## config.mk

```make
export PLATFORM = sky130hd
export DESIGN_NAME = length_prefixed_packet_deframer_flat
export DESIGN_NICKNAME = d
export VERILOG_FILES = /design/src/hw/rtl/lpd_pkg.sv /design/src/hw/rtl/lpd_rx_if.sv /design/src/hw/rtl/lpd_res_if.sv /design/src/hw/rtl/lpd_cfg_regs.sv /design/src/hw/rtl/lpd_in_stage.sv /design/src/hw/rtl/lpd_core.sv /design/src/hw/rtl/lpd_out_stage.sv /design/src/hw/rtl/length_prefixed_packet_deframer.sv /design/src/flat_wrapper.sv
export SDC_FILE = /design/constraint.sdc
export NUM_CORES = 1
export LEC_CHECK = 0
export ABC_AREA = 1
export BUFFER_PORTS_ARGS = -buffer_cell sky130_fd_sc_hd__buf_2
export CAP_MARGIN = 20
export CORE_UTILIZATION = 45
export CTS_BUF_LIST = sky130_fd_sc_hd__clkbuf_2
export DETAILED_ROUTE_END_ITERATION = 10
export PLACE_DENSITY = 0.73
export REMOVE_ABC_BUFFERS = 1
export SLEW_MARGIN = 20
export SYNTH_ARGS = -nofsm -noshare
export SYNTH_HDL_FRONTEND = slang
export SYNTH_SLANG_ARGS = --single-unit
```

## constraint.sdc

```tcl
create_clock -name i_clk -period 4.2 [get_ports i_clk]
set_input_delay 0.63 -clock i_clk [delete_from_list [all_inputs] [get_ports i_clk]]
set_output_delay 0.63 -clock i_clk [all_outputs]
set_load 0.005 [all_outputs]
```

## src/hw/rtl/lpd_pkg.sv

```systemverilog
// Shared types and constants for the length-prefixed packet deframer.
`timescale 1ns / 1ps

package lpd_pkg;

    localparam int BYTE_W  = 8;
    localparam int INDEX_W = 16;
    localparam int CODE_W  = 32;
    localparam int LIMIT_W = 16;
    localparam int STAT_W  = 2;
    localparam int CFG_IDX_W = 2;

    typedef logic [CFG_IDX_W-1:0] t_cfg_idx;
    typedef logic [STAT_W-1:0]    t_status;

    // Register indexes on the configuration port
    localparam t_cfg_idx CFG_HEAD   = 2'd0;
    localparam t_cfg_idx CFG_VERIFY = 2'd1;
    localparam t_cfg_idx CFG_TAIL   = 2'd2;
    localparam t_cfg_idx CFG_MAXLEN = 2'd3;

    // Result status codes
    localparam t_status ST_BODY     = 2'd0;
    localparam t_status ST_GOOD     = 2'd1;
    localparam t_status ST_BAD_TAIL = 2'd2;
    localparam t_status ST_OVERSIZE = 2'd3;

    localparam logic [LIMIT_W-1:0] MAXLEN_RESET = 16'd256;

    typedef struct packed {
        logic [BYTE_W-1:0]  head_byte;
        logic [CODE_W-1:0]  verify_code;
        logic [BYTE_W-1:0]  tail_byte;
        logic [LIMIT_W-1:0] max_packet_len;
    } t_cfg;

    typedef struct packed {
        logic [BYTE_W-1:0]  out_byte;
        logic [INDEX_W-1:0] byte_index;
        t_status            status;
        logic               last;
    } t_result;

endpackage

```

## src/hw/rtl/lpd_rx_if.sv

```systemverilog
// Receive byte channel: valid/ready handshake with one byte per word.
`timescale 1ns / 1ps

interface lpd_rx_if;
    logic       valid;
    logic       ready;
    logic [7:0] rx_byte;

    modport source (output valid, output rx_byte, input ready);
    modport sink   (input valid, input rx_byte, output ready);
endinterface

```

## src/hw/rtl/lpd_res_if.sv

```systemverilog
// Result channel: valid/ready handshake carrying one tagged packet byte per word.
`timescale 1ns / 1ps

interface lpd_res_if;
    logic        valid;
    logic        ready;
    logic [7:0]  out_byte;
    logic [15:0] byte_index;
    logic [1:0]  status;
    logic        last;

    modport source (output valid, output out_byte, output byte_index, output status,
                    output last, input ready);
    modport sink   (input valid, input out_byte, input byte_index, input status,
                    input last, output ready);
endinterface

```

## src/hw/rtl/lpd_cfg_regs.sv

```systemverilog
// Configuration register file for the deframer.
`timescale 1ns / 1ps

module lpd_cfg_regs (
    input  logic             i_clk,
    input  logic             i_rst_n,
    input  logic             i_cfg_we,
    input  lpd_pkg::t_cfg_idx i_cfg_idx,
    input  logic [31:0]      i_cfg_data,
    output lpd_pkg::t_cfg    o_cfg
);
    import lpd_pkg::*;

    t_cfg r_cfg;

    always_ff @(posedge i_clk) begin
        if (!i_rst_n) begin
            r_cfg.head_byte      <= '0;
            r_cfg.verify_code    <= '0;
            r_cfg.tail_byte      <= '0;
            r_cfg.max_packet_len <= MAXLEN_RESET;
        end else if (i_cfg_we) begin
            unique case (i_cfg_idx)
                CFG_HEAD:   r_cfg.head_byte      <= i_cfg_data[BYTE_W-1:0];
                CFG_VERIFY: r_cfg.verify_code    <= i_cfg_data[CODE_W-1:0];
                CFG_TAIL:   r_cfg.tail_byte      <= i_cfg_data[BYTE_W-1:0];
                CFG_MAXLEN: r_cfg.max_packet_len <= i_cfg_data[LIMIT_W-1:0];
                default: ;
            endcase
        end
    end

    assign o_cfg = r_cfg;

endmodule

```

## src/hw/rtl/lpd_in_stage.sv

```systemverilog
// Input register stage: holds one received byte until the core takes it.
`timescale 1ns / 1ps

module lpd_in_stage (
    input  logic       i_clk,
    input  logic       i_rst_n,
    input  logic       i_valid,
    input  logic [7:0] i_byte,
    output logic       o_ready,
    input  logic       i_adv,
    output logic       o_valid,
    output logic [7:0] o_byte
);
    import lpd_pkg::*;

    logic              r_valid;
    logic [BYTE_W-1:0] r_byte;
    logic              w_load;

    assign o_ready = !r_valid || i_adv;
    assign w_load  = i_valid && o_ready;

    always_ff @(posedge i_clk) begin
        if (!i_rst_n) begin
            r_valid <= 1'b0;
        end else if (w_load) begin
            r_valid <= 1'b1;
        end else if (i_adv) begin
            r_valid <= 1'b0;
        end
    end

    always_ff @(posedge i_clk) begin
        if (w_load) begin
            r_byte <= i_byte;
        end
    end

    assign o_valid = r_valid;
    assign o_byte  = r_byte;

endmodule

```

## src/hw/rtl/lpd_core.sv

```systemverilog
// Deframer state machine: head hunt, verify match, header parse and body tagging.
`timescale 1ns / 1ps

module lpd_core #(
    parameter int VERIFY_BYTES = 4
) (
    input  logic             i_clk,
    input  logic             i_rst_n,
    input  lpd_pkg::t_cfg    i_cfg,
    input  logic             i_valid,
    input  logic [7:0]       i_byte,
    input  logic             i_adv,
    output logic             o_res_valid,
    output lpd_pkg::t_result o_res
);
    import lpd_pkg::*;

    localparam int SEQ_POS  = 1 + VERIFY_BYTES;
    localparam int LEN_POS  = SEQ_POS + 2;
    localparam int DATA_POS = LEN_POS + 4;

    localparam logic [INDEX_W-1:0] SEQ_POS_W  = INDEX_W'(SEQ_POS);
    localparam logic [INDEX_W-1:0] LEN_POS_W  = INDEX_W'(LEN_POS);
    localparam logic [INDEX_W-1:0] DATA_POS_W = INDEX_W'(DATA_POS);
    localparam logic [CODE_W:0]    FIXED_LEN  = (CODE_W+1)'(DATA_POS + 1);

    localparam logic [1:0] PH_HUNT   = 2'd0;
    localparam logic [1:0] PH_VERIFY = 2'd1;
    localparam logic [1:0] PH_HEADER = 2'd2;
    localparam logic [1:0] PH_BODY   = 2'd3;

    logic [1:0]         r_phase, n_phase;
    logic [INDEX_W-1:0] r_count, n_count;
    logic [CODE_W-1:0]  r_accum, n_accum;
    logic [LIMIT_W-1:0] r_total, n_total;

    logic [INDEX_W-1:0]  w_count_inc;
    logic [2:0]          w_vsel;
    logic [2*CODE_W-1:0] w_vword;
    logic [BYTE_W-1:0]   w_expect;
    logic [1:0]          w_lsel;
    logic [CODE_W-1:0]   w_accum_new;
    logic [CODE_W:0]     w_total;
    logic [INDEX_W:0]    w_idx_inc;
    t_result             w_res;

    assign w_count_inc = r_count + 1'b1;
    // verify bytes five to eight compare against zero; later ones wrap to the code's low bytes
    assign w_vsel   = r_count[2:0] - 3'd1;
    assign w_vword  = {{CODE_W{1'b0}}, i_cfg.verify_code};
    assign w_expect = w_vword[{w_vsel, 3'b000} +: BYTE_W];

    assign w_lsel      = r_count[1:0] - LEN_POS_W[1:0];
    assign w_accum_new = r_accum | ({{(CODE_W-BYTE_W){1'b0}}, i_byte} << {w_lsel, 3'b000});
    assign w_total     = FIXED_LEN + {1'b0, w_accum_new};
    assign w_idx_inc   = {1'b0, r_count} + 1'b1;

    always_comb begin
        n_phase = r_phase;
        n_count = r_count;
        n_accum = r_accum;
        n_total = r_total;
        w_res.out_byte   = i_byte;
        w_res.byte_index = r_count;
        w_res.status     = ST_BODY;
        w_res.last       = 1'b0;

        unique case (r_phase)
            PH_HUNT: begin
                if (i_byte == i_cfg.head_byte) begin
                    n_phase = PH_VERIFY;
                    n_count = INDEX_W'(1);
                end
            end
            PH_VERIFY: begin
                if (i_byte == w_expect) begin
                    n_count = w_count_inc;
                    if (w_count_inc >= SEQ_POS_W) begin
                        n_phase = PH_HEADER;
                        n_accum = '0;
                    end
                end else if (i_byte == i_cfg.head_byte) begin
                    n_count = INDEX_W'(1);
                end else begin
                    n_phase = PH_HUNT;
                    n_count = '0;
                    n_accum = '0;
                end
            end
            PH_HEADER: begin
                if (r_count >= LEN_POS_W && r_count < DATA_POS_W) begin
                    n_accum = w_accum_new;
                end
                n_count = w_count_inc;
                if (w_count_inc >= DATA_POS_W) begin
                    if (w_total > {{(CODE_W+1-LIMIT_W){1'b0}}, i_cfg.max_packet_len}) begin
                        w_res.status = ST_OVERSIZE;
                        w_res.last   = 1'b1;
                        n_phase = PH_HUNT;
                        n_count = '0;
                        n_accum = '0;
                    end else begin
                        // fits the limit, so the total fits in 16 bits
                        n_total = w_total[LIMIT_W-1:0];
                        n_phase = PH_BODY;
                    end
                end
            end
            PH_BODY: begin
                n_count = w_count_inc;
                if (w_idx_inc >= {1'b0, r_total}) begin
                    w_res.status = (i_byte == i_cfg.tail_byte) ? ST_GOOD : ST_BAD_TAIL;
                    w_res.last   = 1'b1;
                    n_phase = PH_HUNT;
                    n_count = '0;
                    n_accum = '0;
                end
            end
            default: ;
        endcase
    end

    always_ff @(posedge i_clk) begin
        if (!i_rst_n) begin
            r_phase <= PH_HUNT;
            r_count <= '0;
            r_accum <= '0;
            r_total <= '0;
        end else if (i_adv) begin
            r_phase <= n_phase;
            r_count <= n_count;
            r_accum <= n_accum;
            r_total <= n_total;
        end
    end

    assign o_res_valid = i_valid && (r_phase == PH_HEADER || r_phase == PH_BODY);
    assign o_res       = w_res;

endmodule

```

## src/hw/rtl/lpd_out_stage.sv

```systemverilog
// Result register: holds one result word until the sink takes it.
`timescale 1ns / 1ps

module lpd_out_stage (
    input  logic             i_clk,
    input  logic             i_rst_n,
    input  logic             i_load,
    input  lpd_pkg::t_result i_res,
    input  logic             i_ready,
    output logic             o_valid,
    output logic             o_free,
    output lpd_pkg::t_result o_res
);
    import lpd_pkg::*;

    logic    r_valid;
    t_result r_res;

    assign o_free = !r_valid || i_ready;

    always_ff @(posedge i_clk) begin
        if (!i_rst_n) begin
            r_valid <= 1'b0;
        end else if (i_load) begin
            r_valid <= 1'b1;
        end else if (i_ready) begin
            r_valid <= 1'b0;
        end
    end

    always_ff @(posedge i_clk) begin
        if (i_load) begin
            r_res <= i_res;
        end
    end

    assign o_valid = r_valid;
    assign o_res   = r_res;

endmodule

```

## src/hw/rtl/length_prefixed_packet_deframer.sv

```systemverilog
// Path: a byte is held in the input register, and its result word then in the result register.
// Throughput: one byte per cycle; the input and result registers stall only on sink backpressure.
// Bytes of the head and verify code give no result word.
// Reset (synchronous, active low) returns to head hunting, empties both registers
// and loads the register defaults (limit 256, all others zero).
`timescale 1ns / 1ps

module length_prefixed_packet_deframer #(
    parameter int VERIFY_BYTES = 4
) (
    input  logic              i_clk,
    input  logic              i_rst_n,
    lpd_rx_if.sink            i_rx,
    lpd_res_if.source         o_res,
    input  logic              i_cfg_we,
    input  lpd_pkg::t_cfg_idx i_cfg_idx,
    input  logic [31:0]       i_cfg_data
);
    import lpd_pkg::*;

    t_cfg              w_cfg;
    logic              w_in_valid;
    logic [BYTE_W-1:0] w_in_byte;
    logic              w_adv;
    logic              w_res_valid;
    t_result           w_res;
    logic              w_out_free;
    logic              w_out_valid;
    t_result           w_out_res;

    // a byte with no result word never waits on the result register
    assign w_adv = w_in_valid && (!w_res_valid || w_out_free);

    lpd_cfg_regs u_cfg (
        .i_clk     (i_clk),
        .i_rst_n   (i_rst_n),
        .i_cfg_we  (i_cfg_we),
        .i_cfg_idx (i_cfg_idx),
        .i_cfg_data(i_cfg_data),
        .o_cfg     (w_cfg)
    );

    lpd_in_stage u_in (
        .i_clk  (i_clk),
        .i_rst_n(i_rst_n),
        .i_valid(i_rx.valid),
        .i_byte (i_rx.rx_byte),
        .o_ready(i_rx.ready),
        .i_adv  (w_adv),
        .o_valid(w_in_valid),
        .o_byte (w_in_byte)
    );

    lpd_core #(
        .VERIFY_BYTES(VERIFY_BYTES)
    ) u_core (
        .i_clk      (i_clk),
        .i_rst_n    (i_rst_n),
        .i_cfg      (w_cfg),
        .i_valid    (w_in_valid),
        .i_byte     (w_in_byte),
        .i_adv      (w_adv),
        .o_res_valid(w_res_valid),
        .o_res      (w_res)
    );

    lpd_out_stage u_out (
        .i_clk  (i_clk),
        .i_rst_n(i_rst_n),
        .i_load (w_adv && w_res_valid),
        .i_res  (w_res),
        .i_ready(o_res.ready),
        .o_valid(w_out_valid),
        .o_free (w_out_free),
        .o_res  (w_out_res)
    );

    assign o_res.valid      = w_out_valid;
    assign o_res.out_byte   = w_out_res.out_byte;
    assign o_res.byte_index = w_out_res.byte_index;
    assign o_res.status     = w_out_res.status;
    assign o_res.last       = w_out_res.last;

endmodule

```

## src/flat_wrapper.sv

```systemverilog
// flat-port wrapper written by rule: the top's interface ports become plain ports
module length_prefixed_packet_deframer_flat import lpd_pkg::*;
#(
    parameter int VERIFY_BYTES = 4
)
  (i_clk, i_rst_n, i_cfg_we, i_cfg_idx, i_cfg_data, i_rx_valid, i_rx_rx_byte, i_rx_ready, o_res_valid, o_res_out_byte, o_res_byte_index, o_res_status, o_res_last, o_res_ready);
  lpd_rx_if i_rx_i ();
  lpd_res_if o_res_i ();
  input  logic i_clk;
  input  logic i_rst_n;
  input  logic i_cfg_we;
  input  lpd_pkg::t_cfg_idx i_cfg_idx;
  input  logic [31:0] i_cfg_data;
  input wire logic [$bits(i_rx_i.valid)-1:0] i_rx_valid;
  input wire logic [$bits(i_rx_i.rx_byte)-1:0] i_rx_rx_byte;
  output wire logic [$bits(i_rx_i.ready)-1:0] i_rx_ready;
  output wire logic [$bits(o_res_i.valid)-1:0] o_res_valid;
  output wire logic [$bits(o_res_i.out_byte)-1:0] o_res_out_byte;
  output wire logic [$bits(o_res_i.byte_index)-1:0] o_res_byte_index;
  output wire logic [$bits(o_res_i.status)-1:0] o_res_status;
  output wire logic [$bits(o_res_i.last)-1:0] o_res_last;
  input wire logic [$bits(o_res_i.ready)-1:0] o_res_ready;
  assign i_rx_i.valid = i_rx_valid;
  assign i_rx_i.rx_byte = i_rx_rx_byte;
  assign i_rx_ready = i_rx_i.ready;
  assign o_res_valid = o_res_i.valid;
  assign o_res_out_byte = o_res_i.out_byte;
  assign o_res_byte_index = o_res_i.byte_index;
  assign o_res_status = o_res_i.status;
  assign o_res_last = o_res_i.last;
  assign o_res_i.ready = o_res_ready;
  length_prefixed_packet_deframer #(.VERIFY_BYTES(VERIFY_BYTES)) u_core (.i_clk(i_clk), .i_rst_n(i_rst_n), .i_rx(i_rx_i), .o_res(o_res_i), .i_cfg_we(i_cfg_we), .i_cfg_idx(i_cfg_idx), .i_cfg_data(i_cfg_data));
endmodule
```

After elaboration in Yosys (flattened, before gate mapping). Cells that the tools add are included.

Word-level logic and storage cells: 101. Bits in registers: 167. Output and inout port bits: 29. Input bits: 47.

Equal/unequal tests: 14. Reductions and logical operators: 25. Shifts and indexed selects: 2. Mux-type cells: 32. Bitwise logic cells: 2. $lt $le $gt $ge: 6. $add $sub $neg: 5.

Operator list (number): $mux 32 (7); $pmux 32 s3 (1); $mux 16 (5); $pmux 16 s4 (1); $shiftx 64x7->8 (1); $add 4x32->33 const A (1); $gt 33x16->1 (1); $ge 16x3->1 const B (2); $or 32x32->32 (1); $shl 8x5->32 (1); $eq 8x8->1 (3); $add 16x1->17 const B (1); $ge 17x16->1 (1); $add 16x1->16 const B (1); $ge 16x4->1 const B (1); $lt 16x4->1 const B (1); $mux 2 (8); $reduce_and 2->1 (5); $mux 3 (3); $eq 2x2->1 const B (4); $pmux 2 s4 (1); $ne 2x2->1 const B (3); $ne 3x3->1 const B (2); $pmux 3 s2 (1); 14 further kinds (30).

Longest topological paths before layout. Gate-level depths: netlist of the first run.

Word-level depth: 9. Mapped depth: 31. Mapped depth without buffers: 27.

Hierarchy. A second synthesis of the first run with hierarchy kept.

Cells, all modules: 1540. Area total of the unflattened synthesis: 10297.4 um2.

By module, submodules not included: lpd_core (area an instance 6497.5 um2, instances 1, cells an instance 1079, seq. area each 1321.3 um2); lpd_cfg_regs (area an instance 2626.3 um2, instances 1, cells an instance 408, seq. area each 1281.2 um2); lpd_out_stage (area an instance 857.1 um2, instances 1, cells an instance 33, seq. area each 830.8 um2); lpd_in_stage (area an instance 291.5 um2, instances 1, cells an instance 15, seq. area each 260.2 um2); length_prefixed_packet_deframer (area an instance 25.0 um2, instances 1, cells an instance 5, seq. area each 0.0 um2).

Least setup slack after synthesis of the first run. Ideal clock, no wire load.

Path kind: register to register. Start point: reg u_core.u_core.r_count[0]. End point: reg u_core.u_core.r_total[3]. Required time: 4.084 ns. Path buffers: 4. Slack: 0.170 ns. Stages on the path, launching flop included: 31. Arrival: 3.914 ns. Period minus slack after synthesis: 4.030 ns. Library setup time: 0.116 ns. Path through: dfxtp_1 -> inv_2 -> buf_6 -> buf_6 -> ha_1 -> buf_2 -> nor2_1 -> nor2_1 -> ha_1 -> inv_1 -> nand3_1 -> nor2_1 -> xor2_1 -> ha_1 -> nand2_1 -> inv_1 -> nor2_1 -> o21a_1 -> nand2_1 -> nand2_1 -> nand2_1 -> nand2_1 -> nand2_1 -> nand2_1 -> nand3_1 -> a21oi_2 -> and2_1 -> nand2_2 -> buf_6 -> o21ai_0 -> nor2_1.

Word-level cells in the longest chain between the ends: 7. Elaborated cells between the ends (all ways): 9. Those cells by class: 3 x add/sub; 2 x order compare; 1 x shift; 2 x bitwise; 1 x reduce/logical.

Ends and longest elaborated chain: start: declaration (line lpd_core.sv:33) `logic [INDEX_W-1:0] r_count, n_count;`; start signal: assignment (line lpd_core.sv:131) `r_count <= n_count;`; $sub 2x2->2 (line lpd_core.sv:53) `assign w_lsel = r_count[1:0] - LEN_POS_W[1:0];`; $shl 8x5->32 (line lpd_core.sv:54) `assign w_accum_new = r_accum | ({{(CODE_W-BYTE_W){1'b0}}, i_byte} << {w_lsel, 3'b000});`; $or 32x32->32 (line lpd_core.sv:54); $add 4x32->33 (line lpd_core.sv:55) `assign w_total = FIXED_LEN + {1'b0, w_accum_new};`; net u_core.u_core.w_total[2] (line lpd_core.sv:43) `logic [CODE_W:0] w_total;`; $gt 33x16->1 (line lpd_core.sv:96) `if (w_total > {{(CODE_W+1-LIMIT_W){1'b0}}, i_cfg.max_packet_len}) begin`; $not 1->1 (no source line); $reduce_and 4->1 (no source line); end signal: assignment (line lpd_core.sv:133) `r_total <= n_total;`; end: declaration (line lpd_core.sv:35) `logic [LIMIT_W-1:0] r_total, n_total;`.

The timed path passes the listed nets, and every way through them passes these cells. A chain may end at the register's enable or synchronous reset.

Worst setup path in the final report of the first run.
Start point: reg u_core.u_core.r_count[0]. End point: reg u_core.u_core.r_accum[18].

Word-level cells in the longest chain between the ends: 8. Elaborated cells between the ends (all ways): 25. Those cells by class: 5 x add/sub; 6 x order compare; 4 x eq/ne; 2 x shift; 5 x mux; 1 x bitwise; 2 x reduce/logical.

Ends and longest elaborated chain: $sub 2x2->2 (line lpd_core.sv:53); $shl 8x5->32 (line lpd_core.sv:54); $or 32x32->32 (line lpd_core.sv:54); $add 4x32->33 (line lpd_core.sv:55); $gt 33x16->1 (line lpd_core.sv:96); $mux 32 (line lpd_core.sv:96); $mux 32 (line lpd_core.sv:95) `if (w_count_inc >= DATA_POS_W) begin`; $pmux 32 s3 (line lpd_core.sv:68) `unique case (r_phase)`; end signal: assignment (line lpd_core.sv:132) `r_accum <= n_accum;`; end: declaration (line lpd_core.sv:34) `logic [CODE_W-1:0] r_accum, n_accum;`.

Several ways; a longest one is shown, not always the timed one.

==> run metrics, run 1 <==
outcome finished, final reports clean; GRT Total Usage 25.12%; post-synthesis cell type count 39; Lkg Pwr 4.673 nW; most frequent cells in the layout 291 x nand2_1, 193 x nor2_1, 192 x inv_1; top sig layer met4; nets@finish 1,571; Design Power 2.719 mW; Post-Syn Area per Cell 6.974 um^2; Starting Density between 40% and 50%; CP max FO 33; startpoint types flip-flop; Worst Hold Path EP u_core.u_cfg.o_cfg[48]; worst-skew pair later-pin latency 0.77 ns; IO Port Bufs 75; initial detailed-routing violation count 845; post-synth top area share between 20% and 30%; cell internal pwr 1.938 mW; clk buf depth 2; hold path startpoint i_cfg_data[24]; total CTS buffers 17; commonest non-fill, non-tap cell in the layout nand2_1; #FFs+latches synth between 150 and 200; drt first pass iters 5; met2 wire len 12,530 um; CTS tree done; Via-to-Cell Ratio 5.251; initial antenna violation count 1; Crit Reg-Reg Startpoint u_core.u_core.r_count[0]; hold_ws 0.08144 ns; Post-Route M1 WL 12,450 um; I/O pin count 76; vias in the first global route 8,595; cells on worst reg2reg path 21; worst-margin pin slew 0.9134 ns; RSZ-0062 raised after global routing no; DRC violations left 0; total grt overflow 0; post-synthesis sequential area ratio 37.43%; fin worst setup slack roughly 0.28 ns; Warnings, synthesis 0; Worst Hold Depth 3; final number of hold-violating endpoints 0; Post-DP HPWL 19,920 um; maximum VDD drop 206.3 uV; routed length on met3 1858 um; Critical Path RT 4.84 ns; Die Width around 150 um; vias 9,331; Synth Instances around 1,400; drt total wl 27,300 um; CP arrival 4.56 ns; Max transition margin 38.73%; Yosys top cell by area dfxtp_1; Comb power frac 9.2%; Crit Path Class reg2reg; end of the worst register-to-register path u_core.u_core.r_accum[18]; clock skew between 0.06 and 0.07 ns; htree depth 4; Setup violations, final 0; period utilization 93.27%; clk slew on worst S/H paths around 0.25 ns; Max Slew Vio Count 0; Post-CTS Setup Bufs 0; clk root buf clkbuf_2; largest cells by area after synthesis dfxtp_1 27%, nand2_1 11%, edfxtp_1 11%; maxcap violations 0; Hold Crit Class in2reg; PD cells around 250 nW/um^2; die footprint 22,530 um^2; dpl ws about 0.099 ns; crit path time final 3.917 ns; Sink Count approximately 170; Sw Share 28.72%; clock share of power 28.5%; Core ar. about 21,000 um^2; first-pass GRT wire length roughly 44,000 um; die extent in y about 150 um; Post-Syn Area 9868 um^2; critical path endpoint category flip-flop; layout cells sized above 1 13.46%; remaining antenna violation count after routing 0; largest net degree at the start of global routing 60; sequential share of power between 60% and 70%; reg2reg setup slack 0.28 ns; switching component of the power 0.7810 mW; routability cong. approximately 1.0; Row Count 53; Area Overhead vs Synth 10.22%; fmax between 200 and 300 MHz; Avg WL per Cell 15.36 um
-- metrics by stage --
step | instance area (um^2) | utilization (%) | setup TNS, ns | std cells
floorplan | 9514 | - | -48.89 | 1351
global placement | 10500 | 49.33 | 0 | 1736
detailed placement | 10500 | 49.33 | 0 | 1736
CTS | 10770 | 50.61 | 0 | 1776
global route | 10880 | 51.10 | 0 | 1777
finish | 10880 | 51.10 | 0 | 1777
-- cell usage after synthesis --
master	number
a21oi_4	1
nor2_4	3
o21ai_0	81
o2111ai_1	1
and2_1	2
nor3_1	24
buf_4	4
nand4_1	55
buf_6	11
nand2_4	1
o21ai_1	5
inv_1	193
nor2_1	197
nor2_2	18
a21oi_2	1
o211ai_1	12
nand2_1	293
buf_1	2
inv_2	2
xor2_1	25
o21a_1	16
nand2_2	8
or2_2	1
nand3_2	3
nand3_1	69
edfxtp_1	35
clkbuf_1	34
xnor2_1	21
nor4_1	4
a211oi_1	2
o2111a_1	1
nand3b_1	12
a21oi_1	90
dfxtp_1	132
nor3b_1	1
buf_2	13
ha_1	36
nor3_2	5
or3_1	1
-- how the worst max path moves through the flow --
stage	startpoint	endpoint	slack, ns
finish	u_core.u_core.r_count[0]	u_core.u_core.r_accum[18]	0.28
global route	u_core.u_core.r_count[0]	u_core.u_core.r_accum[18]	0.02
CTS	u_core.u_core.r_count[0]	u_core.u_core.r_total[4]	0.009
detailed placement	u_core.u_core.r_count[0]	u_core.u_core.r_total[3]	0.1
global placement	u_core.u_core.r_count[0]	u_core.u_core.r_total[4]	0.14
floorplan	u_core.u_core.r_count[0]	u_core.u_core.r_total[2]	-0.92
-- logic make-up (layout without fill, tap and decap cells) --
family          count (synthesis)  count (layout)  synth area share [%]
flops                         167             167                 37.43
xor+xnor                       46              46                 4.083
fa+ha+maj                      36              36                 4.564
simple gates                  697             697                 31.25
other cells                     0               1                     0
compound gates                210             210                 11.66
buf+inv                       259             345                 11.01
-- power groups by stage --
stage / sequential [mW] / clock (mW) / combinational [mW]
2_1_floorplan: 1.72 / 0 / 0.133
4_1_cts: 1.69 / 0.802 / 0.243
6_report: 1.69 / 0.774 / 0.251
3_5_place_dp: 1.72 / 0 / 0.235
3_3_place_gp: 1.72 / 0 / 0.232
5_1_grt: 1.70 / 0.871 / 0.281
-- area by class of cell --
cell class,instances,area [um^2]
Inverter,195,734.5
Timing Repair Buffer,118,725.7
Antenna cell,1,2.502
Tap cell,275,344.1
Clock inverter,13,97.59
Clock buffer,19,95.09
Multi-Input combinational cell,989,5182
Sequential cell,167,3695
Fill cell,2106,10410
-- sequential cells by signal, indices dropped and copies added (netlist names) --
name and flops:
u_core.u_core.r_accum 32, u_core.u_core.r_phase 2, u_core.u_out.o_res 27, u_core.u_out.o_valid 1
u_core.u_cfg.o_cfg 64, u_core.u_core.r_count 16, u_core.u_core.r_total 16, u_core.u_in.o_valid 1
u_core.u_in.o_byte 8
-- metal layers --
| layer | vias to the layer above | GRT usage, % |
|---|---|---|
| met5 | - | 0 |
| met4 | 0 | 6.970 |
| met3 | 29 | 3.933 |
| met2 | 338 | 40.86 |
| met1 | 4263 | 34.29 |
| li1 | 4701 | - |
-- critical path, stage by stage, from the launching register on --
cell	delay, ns
dfxtp_2	0.39
buf_4	0.30
ha_1	0.25
nand2_1	0.09
nor2_2	0.14
nand2_1	0.12
nor3_2	0.16
nand2_1	0.09
o21ai_0	0.23
inv_1	0.13
ha_1	0.33
nand2_1	0.06
nand3b_1	0.18
nor2_1	0.15
nand2_1	0.06
and2_1	0.16
nand4_1	0.18
buf_6	0.30
nand3_1	0.11
buf_4	0.22
nand2_1	0.08
a21oi_1	0.06
-- what timing repair did --
action / in CTS / in global routing
setup endpoints to repair: 0 / 67
gates resized for setup: 0 / 21
endpoints found under the hold margin: 8 / 0
hold buffers: 8 / 0
Note: power is estimated with default switching activity, not from simulation.
==> run 2: changes to the inputs <==
- REMOVE_ABC_BUFFERS: 1 -> unset
==> run 2 against run 1 <==
  * Core utilization up 1.0 points
  * Clock-buffer cell count down 1
  * Critical path type unchanged
  * Worst hold slack got worse by 0.030 ns
  * Via count is 1.7% higher
  * Global-route usage grew 0.85 points
  * Wire length rose by 4.0%
  * Sequential power about the same
  * Final cell count increased by 0.45%
  * Highest routed layer unchanged
  * Die area is the same
  * Sequential cell count unchanged
  * Register-to-register slack about the same
  * Clock skew shrank 0.015 ns
==> run metrics, run 2 (synthesized netlist as in run 1, its figures left out) <==
worst-skew pair later-pin latency 0.77 ns (about the same); startpoint types flip-flop; Cell Count, Final, Fillers Out 1,785 (+0.45%); PD cells 262.8 nW/um^2 (+5.1%); Max transition margin 41.90% (+3.2 points); period utilization 93.29% (about the same); Max Slew Vio Count 0 (unchanged); Worst Hold Path EP u_core.u_cfg.o_cfg[54]; vias 9,491 (+1.7%); Setup violations, final 0 (unchanged); DP Cell Count 1,740 (+0.23%); I/O pin count 76 (unchanged); cells on worst reg2reg path 25 (+19%); most frequent cells in the layout 288 x nand2_1, 192 x inv_1, 190 x nor2_1; clk root buf clkbuf_2; Crit Path Class reg2reg; clock skew 0.04647 ns (-0.01524 ns); die extent in y 150.1 um (unchanged); nets@finish 1,579 (+0.51%); CP max FO 23 (-30%); clk buf depth 2 (unchanged); remaining antenna violation count after routing 0 (unchanged); Sink Count 167 (unchanged); Avg WL per Cell 15.90 um (+3.5%); Core ar. 21,290 um^2 (unchanged); critical path endpoint category flip-flop; maximum VDD drop 261.8 uV (+27%); Row Count 53 (unchanged); initial detailed-routing violation count 886 (+4.9%); Starting Density 46.36% (unchanged); DRC violations left 0 (unchanged); die footprint 22,530 um^2 (unchanged); final number of hold-violating endpoints 0 (unchanged); Area Overhead vs Synth 12.45%; Lkg Pwr 4.782 nW (+2.3%); fmax 255.2 MHz (about the same); crit path time final 3.918 ns (+0.001052 ns); largest net degree at the start of global routing 85 (+42%); Via-to-Cell Ratio 5.317 (+1.3%); Worst Hold Depth 3 (unchanged); maxcap violations 0 (unchanged); Post-DP HPWL 20,920 um (+5.0%); worst-margin pin slew 0.8689 ns (-0.04447 ns); drt total wl 28,380 um (+4.0%); Net Count, Synth 1,498; Die Width 150.1 um (unchanged); hold_ws 0.05164 ns (-0.02980 ns); commonest non-fill, non-tap cell in the layout nand2_1; reg2reg setup slack 0.28 ns (about the same); hold path startpoint i_cfg_data[30]; htree depth 4 (unchanged); total grt overflow 0 (unchanged); end of the worst register-to-register path u_core.u_core.r_total[14]; clk slew on worst S/H paths 0.28 ns (+0.03 ns); CTS tree done; Hold Crit Class in2reg; first-pass GRT wire length 44,730 um (+1.7%); initial antenna violation count 1 (unchanged); Largest register FFs 64 (unchanged); total CTS buffers 17 (unchanged); vias in the first global route 8,716 (+1.4%); fillcell total 2,079 (-1.3%); Critical Path Source u_core.u_core.r_count[0]; setup_tns 0 ns (unchanged); layout cells sized above 1 14.38% (+0.92 points); CP arrival 4.59 ns (+0.03 ns); Critical Path RT 4.87 ns (+0.03 ns); outcome finished, final reports clean; GRT Total Usage 25.97% (+0.85 points); Crit Reg-Reg Startpoint u_core.u_core.r_count[0]; drt first pass iters 6 (+1); IO Port Bufs 75 (unchanged); routability cong. 0.9981 (-3.9%)
[run 2: cell types whose count changed in the layout (fill, tap and decap cells not counted), sizes merged]
cell | before | now
buf | 110 | 118
bufinv | 0 | 3
clkbuf | 19 | 18
clkinv | 7 | 4
clkinvlp | 0 | 3
inv | 201 | 199
[run 2: cell type report]
class | count | area (um^2) | area share (%)
antenna | 1 | 2.502 | 0.02255
clock buffer | 18 | 90.09 | 0.8118
clock inverter | 14 | 185.2 | 1.669
inverter | 195 | 737.0 | 6.641
multi-input combinational | 989 | 5207 | 46.93
sequential | 167 | 3696 | 33.31
tap | 275 | 344.1 | 3.101
timing repair buffer | 126 | 834.6 | 7.521
[run 2: worst max-delay path, cell delays in order (launching register included)]
cell and delay (ns):
dfxtp_2 0.40, inv_2 0.04, ha_2 0.32, clkinv_4 0.12, nand3_1 0.14, nand2_2 0.15
nand2_1 0.08, nor2_1 0.20, nand2_1 0.09, nor2_2 0.19, xor2_2 0.20, ha_1 0.28
nand2_1 0.08, nor2_1 0.05, a211oi_1 0.20, nand2_1 0.09, nand2_1 0.06, nand2_1 0.04
nand2_1 0.05, nand3_1 0.12, a21oi_4 0.23, and2_4 0.19, nand2_4 0.09, buf_12 0.18
nor2_2 0.16, nor2_1 0.07
[run 2: repair_timing]
action | 4_1_cts | 5_1_grt
gates resized for setup | 2 | 30
endpoints found under the setup margin | 4 | 67
endpoints found under the hold margin | 6 | 2
hold buffers | 6 | 2
setup buffers | 0 | 3
pin swaps | 0 | 4
[run 2: how the worst max path moves through the flow]
stage	to	slack, ns
6_report	u_core.u_core.r_total[14]	0.28
5_1_grt	u_core.u_core.r_total[8]	-0.06
4_1_cts	u_core.u_core.r_total[14]	0.02
3_5_place_dp	u_core.u_core.r_total[14]	0.02
3_3_place_gp	u_core.u_core.r_total[14]	0.04
2_1_floorplan	u_core.u_core.r_total[3]	0.17
[run 2: stage by stage]
| stage | power [mW] | area (um^2) | utilization (%) | setup slack, ns |
|---|---|---|---|---|
| floorplan | 1.873 | 9868 | - | 0.1697 |
| global placement | 1.959 | 10560 | 49.59 | 0.03606 |
| detailed placement | 1.964 | 10560 | 49.59 | 0.02400 |
| CTS | 2.914 | 10900 | 51.19 | 0.01849 |
| global route | 3.032 | 11100 | 52.13 | -0.06342 |
| finish | 2.917 | 11100 | 52.13 | 0.2817 |
[run 2: power breakdown]
part	switching (mW)	internal, mW	leakage (nW)
sequential	0.0207	1.68	1.40
clock	0.611	0.350	0.155
combinational	0.161	0.0985	3.23
total	0.793	2.12	4.78
[run 2: routing by layer]
metal,vias up,wire length [um],GRT usage [%]
met5,-,0,0
met4,0,1195,11.41
met3,66,2216,5.122
met2,387,13130,43.22
met1,4306,11840,32.44
li1,4732,-,-
==> run 3: changes to the inputs <==
- SYNTH_HIERARCHICAL: unset -> 1
==> run 3 against run 2 <==
  * Cell area increased by 2.1%
  * Die area up 4.3%
  * Synthesized cell count grew 8.8%
  * Core utilization down 0.98 points
  * Worst hold slack worse by 0.0012 ns
  * Total power shrank 0.71%
  * Clock-buffer cell count fell by 1
  * Critical path type unchanged
  * Largest cell class unchanged
  * Sequential cell count unchanged
  * Wire length shrank 1.4%
  * Clock skew is 0.0025 ns lower
==> run metrics, run 3 <==
outcome finished, final reports clean; Post-DP HPWL 20,700 um (-1.1%); CTS tree done; dpl ws 0.1538 ns (+0.1298 ns); initial detailed-routing violation count 641 (-28%); clock skew 0.04398 ns (-0.002487 ns); hold path startpoint i_rx_rx_byte[0]; CP max FO 7 (-70%); clk root buf clkbuf_2; count leader, synth nand2_1; Net Count, Synth 1,623 (+8.3%); EDFF count, synth 35 (unchanged); cells on worst reg2reg path 25 (unchanged); period utilization 93.01% (-0.28 points); Via-to-Cell Ratio 5.079 (-4.5%); Post-Syn Area 10,300 um^2 (+4.3%); maximum VDD drop 183.1 uV (-30%); critical path endpoint category flip-flop; htree depth 4 (unchanged); Post-Syn Area per Cell 6.687 um^2 (-4.1%); DRC violations left 0 (unchanged); Area Overhead vs Synth 10.07%; Cell Count, Final, Fillers Out 1,910 (+7.0%); Yosys top cell by area dfxtp_1; post-synthesis sequential area ratio 35.87% (-1.6 points); worst-skew pair later-pin latency 0.75 ns (-0.02 ns); Max transition margin 31.34% (-11 points); Critical Path Source u_core/u_core/r_count[0]; Row Count 54 (+1.9%); Largest register FFs 64 (unchanged); #FFs+latches synth 167 (unchanged); clk buf depth 2 (unchanged); DP Cell Count 1,867 (+7.3%); vias 9,701 (+2.2%); startpoint types flip-flop; Core ar. 22,160 um^2 (+4.1%); worst-margin pin slew 1.029 ns (+0.1598 ns); die footprint 23,490 um^2 (+4.3%); initial antenna violation count 1 (unchanged); crit path capture u_core/u_core/r_total[1]; die extent in y 153.3 um (+2.1%); Synth Instances 1,540 (+8.8%); crit path time final 3.906 ns (-0.01186 ns); PD cells 255.5 nW/um^2 (-2.8%); Crit Reg-Reg Startpoint u_core/u_core/r_count[0]; ys flop type dfxtp_1; Crit Path Class reg2reg; remaining antenna violation count after routing 0 (unchanged); layout cells sized above 1 14.24% (-0.14 points); RSZ-0062 raised after global routing no; maxcap violations 0 (unchanged); IO Port Bufs 75 (unchanged); most frequent cells in the layout 324 x nand2_1, 263 x nor2_1, 262 x inv_1; Avg WL per Cell 14.64 um (-7.9%); post-synthesis cell type count 48 (+23%); largest cells by area after synthesis dfxtp_1 26%, nand2_1 12%, edfxtp_1 10%; Starting Density 46.47% (+0.11 points); routability cong. 0.9212 (-7.7%); vias in the first global route 8,818 (+1.2%); commonest non-fill, non-tap cell in the layout nand2_1; total grt overflow 0 (unchanged); I/O pin count 76 (unchanged); GRT Total Usage 24.05% (-1.9 points); Sink Count 167 (unchanged); Warnings, synthesis 6 (+6); CP arrival 4.57 ns (-0.02 ns); total CTS buffers 17 (unchanged); largest net degree at the start of global routing 65 (-24%); Setup violations, final 0 (unchanged); Max Slew Vio Count 0 (unchanged); final number of hold-violating endpoints 0 (unchanged); first-pass GRT wire length 44,810 um (+0.17%); drt first pass iters 5 (-1); Lkg Pwr 5.313 nW (+11%); Hold Crit Class in2reg; reg2reg setup slack 0.29 ns (about the same); nets@finish 1,699 (+7.6%); setup_tns 0 ns (unchanged); fin worst setup slack 0.2935 ns (+0.01186 ns); Critical Path RT 4.86 ns (about the same); drt total wl 27,970 um (-1.4%); Die Width 153.3 um (+2.1%); Placed Area 10,960 um^2 (+3.8%); Post-synth top cells 327 x nand2_1, 265 x nor2_1, 263 x inv_1; fmax 256.0 MHz (+0.30%); Layout Cell Area excl Fill 11,330 um^2 (+2.1%); end of the worst register-to-register path u_core/u_core/r_total[1]; post-synth top area share 25.66% (-1.1 points); Post-synth ARST share 0% (unchanged); clk slew on worst S/H paths 0.24 ns (-0.04 ns)
## run 3: cell types whose count changed after synthesis, sizes merged, moves of 8 or more
cell    previous run  this run
buf               30        49
nand3             72        91
o211ai            12         1
o21a              16         1
clkbuf            34        21
nand2            302       346
nor3              29        19
nor2             218       283
nand3b            12         2
o22ai              0         8
inv              195       269
a21oi             92        48
## run 3: worst min path at each step
| stage | depth (start not counted) | slack [ns] | end |
|---|---|---|---|
| final | 1 | 0.05 | u_core/u_in/o_byte[0] |
| after global routing | 1 | 0.004 | u_core/u_in/o_byte[3] |
| after CTS | 1 | 0.0004 | u_core/u_in/o_byte[3] |
| after detailed placement | 0 | 0.45 | u_core/u_out/o_res[17] |
| after global placement | 0 | 0.44 | u_core/u_out/o_res[17] |
| after floorplan | 0 | 0.43 | u_core/u_out/o_res[17] |
## run 3: power by group
| part | switching (mW) | internal, mW |
|---|---|---|
| clock network | 0.593 | 0.277 |
| logic | 0.205 | 0.117 |
| registers | 0.0267 | 1.68 |
## run 3: cell families after synthesis
family                     Yosys count  synth area share, %
AOI/OAI and AO/OA                  149                7.959
xor gates and xnor gates            38                3.232
adders and majority gates           36                4.374
buffers and inverters              342                14.02
DFF                                167                35.87
and+or+nand+nor                    808                34.54
## run 3: cell type report
class / count / area [um^2]
Fill cell: 2238 / 10830
Multi-Input combinational cell: 1031 / 5231
Sequential cell: 167 / 3696
Inverter: 272 / 1028
Timing Repair Buffer: 126 / 787.0
Tap cell: 280 / 350.3
Clock inverter: 15 / 148.9
Clock buffer: 17 / 85.08
Timing Repair inverter: 1 / 5.005
Antenna cell: 1 / 2.502
## run 3: stage by stage
stage / hold WS, ns / utilization (%) / total power, mW
floorplan: 0.4305 / - / 1.947
global placement: 0.4422 / 49.45 / 2.043
detailed placement: 0.4475 / 49.45 / 2.048
CTS: 0.0004227 / 50.60 / 2.912
global route: 0.003793 / 51.15 / 3.025
finish: 0.05040 / 51.15 / 2.896
## run 3: worst max-delay path: stages (launching register included)
cell	delay (ns)
dfxtp_2	0.42
inv_4	0.05
ha_4	0.27
nor2_1	0.16
nor2_1	0.08
ha_1	0.19
inv_2	0.10
nand3_4	0.10
inv_2	0.10
nand2_4	0.09
nor2_4	0.18
xor2_2	0.13
ha_1	0.31
nand2_1	0.07
nor4_1	0.29
nand4_1	0.11
nor2_1	0.10
nand2_1	0.06
nor2_1	0.10
nand3_1	0.08
nand2_2	0.12
nand4_4	0.15
nor2_4	0.18
buf_4	0.15
o21ai_0	0.08
a21oi_1	0.16
## run 3: timing repair
action,4_1_cts,5_1_grt
endpoints found under the hold margin,2,3
hold buffers,2,3
gates resized for setup,0,13
endpoints found under the setup margin,0,67
setup buffers,0,4
## run 3: per-layer routing
layer  vias up  part of all wire (%)  track usage, %
met3        61                   4.9           3.516
li1       4951                     -               -
met4         0                   4.5           11.59
met1      4379                    41           28.61
met2       310                    49           42.34
met5         -                     0               0
